$ cat src/rtl/hrkpd_pkg.sv
// Shared types and constants of the HID report key press detector
package hrkpd_pkg;

  localparam int CARRIED_BYTES    = 8;
  localparam int KEY_START        = 2;
  localparam int KEYBOARD_MIN_LEN = 3;
  localparam int CONSUMER_MIN_LEN = 2;

  localparam logic EVT_KEY      = 1'b0;
  localparam logic EVT_CONSUMER = 1'b1;

  typedef logic [7:0] byte_t;

  // per-request data held while its events drain
  typedef struct packed {
    logic        kind;
    byte_t       modifier;
    logic [15:0] usage;
  } evt_hdr_t;

endpackage

$ cat src/rtl/hid_report_key_press_detector.sv
// An accepted request is loaded into the merge stage's pending lanes, and its
// first event then goes into the output register. Events leave one per cycle
// while the output is not stalled; a request with events holds the input until
// its last event goes out. Eventless requests are taken one per cycle when idle.
// Reset (rst_n low, synchronous): key history and interface mask cleared.
module hid_report_key_press_detector
  import hrkpd_pkg::*;
#(
  parameter int INTERFACES = 4,
  parameter int ROLLOVER   = 6
) (
  input  logic        clk,
  input  logic        rst_n,
  input  logic        cfg_valid,
  output logic        cfg_ready,
  input  logic [3:0]  cfg_keyboard_interface_mask,
  input  logic        in_valid,
  output logic        in_ready,
  input  logic        in_mode,
  input  logic [1:0]  in_interface_index,
  input  logic [6:0]  in_report_length,
  input  logic [7:0]  in_byte0,
  input  logic [7:0]  in_byte1,
  input  logic [7:0]  in_byte2,
  input  logic [7:0]  in_byte3,
  input  logic [7:0]  in_byte4,
  input  logic [7:0]  in_byte5,
  input  logic [7:0]  in_byte6,
  input  logic [7:0]  in_byte7,
  output logic        out_valid,
  input  logic        out_ready,
  output logic        out_event_kind,
  output logic [15:0] out_code,
  output logic [7:0]  out_modifier,
  output logic        out_last
);

  localparam int IW = (INTERFACES > 1) ? $clog2(INTERFACES) : 1;

  logic [3:0]          mask_r;
  byte_t               hist_r [INTERFACES][ROLLOVER];
  byte_t               rpt [CARRIED_BYTES];
  byte_t               prev_row [ROLLOVER];
  byte_t               lane_key [ROLLOVER];
  logic [ROLLOVER-1:0] lane_en, lane_press;
  logic [IW-1:0]       row_idx;
  logic                accept, is_kbd, kbd_rpt, cons_hit;
  logic [15:0]         usage;
  logic [ROLLOVER-1:0] load_mask;
  evt_hdr_t            load_hdr;

  assign rpt = '{in_byte0, in_byte1, in_byte2, in_byte3,
                 in_byte4, in_byte5, in_byte6, in_byte7};

  assign cfg_ready = 1'b1;
  assign accept    = in_valid && in_ready;

  assign row_idx  = IW'(in_interface_index);
  assign is_kbd   = (32'(in_interface_index) < INTERFACES) && mask_r[in_interface_index];
  assign kbd_rpt  = is_kbd && (in_report_length >= 7'(KEYBOARD_MIN_LEN));
  assign prev_row = hist_r[row_idx];

  // a two-byte request carries the usage alone, longer ones lead with a report ID
  assign usage    = (in_report_length == 7'(CONSUMER_MIN_LEN)) ? {in_byte1, in_byte0}
                                                              : {in_byte2, in_byte1};
  assign cons_hit = (in_report_length >= 7'(CONSUMER_MIN_LEN)) && (usage != 16'h0000);

  for (genvar i = 0; i < ROLLOVER; i++) begin : g_lane
    assign lane_key[i] = rpt[KEY_START + i];
    assign lane_en[i]  = in_report_length >= 7'(KEYBOARD_MIN_LEN + i);
    hrkpd_lane #(
      .ROLLOVER (ROLLOVER)
    ) u_lane (
      .en        (lane_en[i]),
      .key       (lane_key[i]),
      .hist_keys (prev_row),
      .press     (lane_press[i])
    );
  end

  always_comb begin
    load_hdr.kind     = kbd_rpt ? EVT_KEY : EVT_CONSUMER;
    load_hdr.modifier = kbd_rpt ? in_byte0 : 8'h00;
    load_hdr.usage    = usage;
    load_mask         = kbd_rpt ? lane_press : ROLLOVER'(cons_hit);
  end

  always_ff @(posedge clk) begin
    if (!rst_n) begin
      mask_r <= '0;
      for (int r = 0; r < INTERFACES; r++) begin
        for (int j = 0; j < ROLLOVER; j++) hist_r[r][j] <= '0;
      end
    end else begin
      if (cfg_valid && cfg_ready) mask_r <= cfg_keyboard_interface_mask;
      if (accept) begin
        if (in_mode) begin
          for (int r = 0; r < INTERFACES; r++) begin
            for (int j = 0; j < ROLLOVER; j++) hist_r[r][j] <= '0;
          end
        end else if (kbd_rpt) begin
          for (int j = 0; j < ROLLOVER; j++) begin
            hist_r[row_idx][j] <= lane_en[j] ? lane_key[j] : 8'h00;
          end
        end
      end
    end
  end

  hrkpd_merge #(
    .ROLLOVER (ROLLOVER)
  ) u_merge (
    .clk            (clk),
    .rst_n          (rst_n),
    .load           (accept && !in_mode),
    .load_mask      (load_mask),
    .load_keys      (lane_key),
    .load_hdr       (load_hdr),
    .load_ready     (in_ready),
    .out_valid      (out_valid),
    .out_ready      (out_ready),
    .out_event_kind (out_event_kind),
    .out_code       (out_code),
    .out_modifier   (out_modifier),
    .out_last       (out_last)
  );

endmodule

$ cat src/rtl/hrkpd_lane.sv
// One keycode lane: flags a new press absent from the previous key list
module hrkpd_lane
  import hrkpd_pkg::*;
#(
  parameter int ROLLOVER = 6
) (
  input  logic  en,
  input  byte_t key,
  input  byte_t hist_keys [ROLLOVER],
  output logic  press
);

  logic seen;

  always_comb begin
    seen = 1'b0;
    for (int j = 0; j < ROLLOVER; j++) begin
      if (hist_keys[j] == key) seen = 1'b1;
    end
  end

  assign press = en && (key != 8'h00) && !seen;

endmodule

$ cat src/rtl/hrkpd_merge.sv
// Merge stage: holds a request's lane hits; one event per cycle unless stalled
module hrkpd_merge
  import hrkpd_pkg::*;
#(
  parameter int ROLLOVER = 6
) (
  input  logic                clk,
  input  logic                rst_n,
  input  logic                load,
  input  logic [ROLLOVER-1:0] load_mask,
  input  byte_t               load_keys [ROLLOVER],
  input  evt_hdr_t            load_hdr,
  output logic                load_ready,
  output logic                out_valid,
  input  logic                out_ready,
  output logic                out_event_kind,
  output logic [15:0]         out_code,
  output logic [7:0]          out_modifier,
  output logic                out_last
);

  localparam int SW = (ROLLOVER > 1) ? $clog2(ROLLOVER) : 1;

  logic [ROLLOVER-1:0] pend_r, pend_nxt;
  byte_t               keys_r [ROLLOVER];
  evt_hdr_t            hdr_r;
  logic                out_valid_r;
  logic                out_kind_r, out_last_r;
  logic [15:0]         out_code_r;
  byte_t               out_mod_r;

  logic [SW-1:0]       sel;
  logic [ROLLOVER-1:0] sel_oh;
  logic                emit, can_load;

  // lowest pending lane goes first, keeping report order
  always_comb begin
    sel    = '0;
    sel_oh = '0;
    for (int i = ROLLOVER - 1; i >= 0; i--) begin
      if (pend_r[i]) begin
        sel    = SW'(i);
        sel_oh = ROLLOVER'(1) << i;
      end
    end
  end

  assign can_load   = !out_valid_r || out_ready;
  assign emit       = can_load && (pend_r != '0);
  assign pend_nxt   = pend_r & ~sel_oh;
  assign load_ready = (pend_r == '0) || (emit && (pend_nxt == '0));

  always_ff @(posedge clk) begin
    if (!rst_n) begin
      pend_r      <= '0;
      out_valid_r <= 1'b0;
    end else begin
      if (load) begin
        pend_r <= load_mask;
        keys_r <= load_keys;
        hdr_r  <= load_hdr;
      end else if (emit) begin
        pend_r <= pend_nxt;
      end
      if (emit) begin
        out_valid_r <= 1'b1;
        out_kind_r  <= hdr_r.kind;
        out_mod_r   <= hdr_r.modifier;
        out_code_r  <= (hdr_r.kind == EVT_CONSUMER) ? hdr_r.usage : {8'h00, keys_r[sel]};
        out_last_r  <= (pend_nxt == '0);
      end else if (out_ready) begin
        out_valid_r <= 1'b0;
      end
    end
  end

  assign out_valid      = out_valid_r;
  assign out_event_kind = out_kind_r;
  assign out_code       = out_code_r;
  assign out_modifier   = out_mod_r;
  assign out_last       = out_last_r;

endmodule

$ cat config.mk
export PLATFORM = sky130hd
export DESIGN_NAME = hid_report_key_press_detector
export DESIGN_NICKNAME = d
export VERILOG_FILES = /design/src/rtl/hrkpd_pkg.sv /design/src/rtl/hid_report_key_press_detector.sv /design/src/rtl/hrkpd_lane.sv /design/src/rtl/hrkpd_merge.sv
export SDC_FILE = /design/constraint.sdc
export NUM_CORES = 1
export LEC_CHECK = 0
export BUFFER_PORTS_ARGS = -buffer_cell sky130_fd_sc_hd__buf_2
export CAP_MARGIN = 10
export CORE_ASPECT_RATIO = 0.75
export CORE_MARGIN = 10
export CORE_UTILIZATION = 60
export CTS_BUF_LIST = sky130_fd_sc_hd__clkbuf_8
export DETAILED_ROUTE_END_ITERATION = 12
export PLACE_DENSITY = 0.75
export SETUP_SLACK_MARGIN = 0.1
export SLEW_MARGIN = 40
export SYNTH_ARGS = -nofsm -noshare
export SYNTH_HDL_FRONTEND = slang
export SYNTH_SLANG_ARGS = --single-unit
$ cat constraint.sdc
create_clock -name clk -period 5.3 [get_ports clk]
set_input_delay 0.795 -clock clk [delete_from_list [all_inputs] [get_ports clk]]
set_output_delay 0.795 -clock clk [all_outputs]
set_load 0.005 [all_outputs]
==> impl_metrics.tcl <==
set metrics [dict create \
    gp_congestion 0.962 \
    layout.nets 1452 \
    synth_ff_type "edfxtp_1" \
    final_util_pct 65.5 \
    portBuffers 110 \
    ys_warn_count 0 \
    path_common_cell "buf_4" \
    yosysMostFrequentCell "edfxtp_1" \
    drt_first_pass_iters 6 \
    ant_nets 0 \
    finalWirelength_mm 49.2 \
    fin_crit_sh_pct 63.1 \
    clk_pin_slew_ns 0.06 \
    num_antenna_cells 0 \
    drive_gt1_share_pct 19.0 \
    multi_input_area_um2 6700 \
    cp-end-kind "flip-flop" \
    status "finished clean" \
    hold_viol_final 0 \
    fin_skew_ns 0.0367 \
    ys_seq_elements 302 \
    r2r_slack_ns 2.28 \
    place_inst 1672 \
    max_freq_mhz 299 \
    area_growth_pct 7.58 \
    rows 52 \
    syn_area_um2 16400 \
    cts_root_buf "clkbuf_8" \
    ys_seq_area_share_pct 54.5 \
    syn_nets 1416 \
    yosysTopAreaCellShare_pct 53.1 \
    grt.overflow.total 0 \
    io_pins 112 \
    grt_max_degree 57 \
    cap_violations 0 \
    numCtsBuffers 46 \
    hp-class "flip-flop to flip-flop" \
    synth_area_leader_cell "edfxtp_1" \
    holdBufCountCts 0 \
    grt_pass1_vias 11000 \
    irDropWorstVdd_v 0.000361 \
    total_leakage_power_nw 6.45 \
    tightest_slew_ns 0.905 \
    path_cells "buf_4 -> mux4_2 -> nand2_4 -> nand4bb_4 -> or3_2 -> nand2_2 -> buf_4" \
    cp_top_family "simple AND/OR/NAND/NOR gates" \
    critPathRequiredTime_ns 5.55 \
    design.die.area_um2 34500 \
    start_kind "input pin" \
    power_density_nw_per_um2 311 \
    dr_total_vias 11300 \
    arrival_ns 3.60 \
    synth_cell_types 54 \
    fillerInstances 2031 \
    first_iter_violations 1668 \
    postCtsSetupRepairBufs 0 \
    htree_num_levels 2 \
    coreArea_um2 27000 \
    synth_edf_count 291 \
    rsz0062_at_grt "false" \
    grt_pass1_wl_mm 71.9 \
    vias_per_cell 6.44 \
    synth_common_cells "edfxtp_1 (291), nor2_1 (226), xnor2_1 (186)" \
    syn_area_per_cell_um2 12.3 \
    path_class "input pin to flip-flop" \
    avgRoutedWirePerCell_um 28.0 \
    path_buf_inv 2 \
    cp_max_fo 32 \
    antenna_found_initial 3 \
    slowest_delay_ns 0.77 \
    final_cells 1756 \
    synthArstFlopShare_pct 0 \
    setup-violations-final 0 \
    maxSlewViolCount 0 \
    cts-resized-gates 0 \
    grt_usage_pct 28.2 \
    relSlewSlack_pct 37.9 \
    cts_tree "built" \
    fp.dieW_um 211 \
    synthTopCellsByArea "edfxtp_1 (53%), xnor2_1 (9.9%), mux4_2 (5.8%), xor2_1 (5.6%), nor2_1 (5.2%)" \
    min_period_ns 3.35 \
    route.detailed.drc 0 \
    die_y_um 163 \
    register_area_um2 8960 \
    cp_slowest_cell "or3_2" \
    cts.sinks 302 \
    fin_tns_setup_ns 0 \
    post-dp-hpwl_mm 32.4 \
    postSynthCellCount 1333 \
    initial_core_util_pct 60.9 \
    clk_latency_ns 0.61 \
    cts_buffer_depth 3 \
]
-- state kept, by name (all words and copies together) (netlist names), 4 cells and up --
signal / count
u_merge.keys_r: 48
u_merge.out_modifier: 8
u_merge.hdr_r: 25
u_merge.out_code: 16
mask_r: 4
u_merge.pend_r: 6
hist_r: 192
-- power breakdown --
part | internal [W] | switching (W)
Combinational | 0.000326 | 0.000549
Sequential | 0.00274 | 0.0000353
Clock | 0.000927 | 0.000918
-- path summary, 6_finish.rpt --
check | startpoint | depth (start not counted) | endpoint
worst max-delay path | in_interface_index[0] | 7 | hist_r[0][7]
worst min register to register | u_merge.hdr_r[18] | 0 | u_merge.out_modifier[2]
worst min-delay path | u_merge.hdr_r[18] | 0 | u_merge.out_modifier[2]
worst max register to register | u_merge.out_valid | 7 | hist_r[0][7]
-- cell usage in the layout, fill, tap and decap left out, types with 14 or more instances in the layout --
master / instances
edfxtp_1: 291
nor2_1: 226
xnor2_1: 186
buf_2: 109
xor2_1: 105
nand2_1: 77
nand4_1: 49
clkbuf_8: 47
nor4_1: 43
mux4_2: 42
inv_1: 24
mux2i_1: 22
buf_4: 18
mux2_2: 17
a21oi_1: 16
o21ai_0: 14
-- routing by layer --
layer	GRT usage [%]	wire, um	vias up
li1	-	-	4788
met1	39.2	19200	5599
met2	42.7	22200	798
met3	7.81	6580	127
met4	8.28	1250	0
met5	0	0	-
-- logic make-up (layout without fill, tap and decap cells) --
kind of cell | after synthesis | after routing | synth area share (%)
buffers and inverters | 146 | 218 | 5.06
adder cells (fa/ha/maj) | 2 | 2 | 0.137
XOR/XNOR | 291 | 291 | 15.5
AND/OR/NAND/NOR | 443 | 443 | 12.5
other | 1 | 1 | 0.0228
flip-flops | 302 | 302 | 54.5
multiplexers | 93 | 93 | 10.1
AO/OA/AOI/OAI | 55 | 55 | 2.26
-- cell type report --
type                    instances  share of cell area, %
multi-input cells             885                   37.9
clock buffers                  47                   3.66
inverters                       5                  0.106
clock inverters                37                   1.19
well taps                     351                   2.48
repair buffers                129                   4.02
flip-flops and latches        302                   50.6
-- through the flow --
step                      instance area [um2]  hold slack, ns  worst slack (ns)  total power [W]
after floorplan                         16400           0.400              1.45          0.00346
after global placement                  16800           0.400              1.23          0.00365
after detailed placement                16800           0.405              1.34          0.00368
after CTS                               17700           0.405              1.95          0.00549
after global routing                    17700           0.424              1.82          0.00567
final                                   17700           0.406              1.95          0.00550
Note: power is estimated with default switching activity, not from simulation.
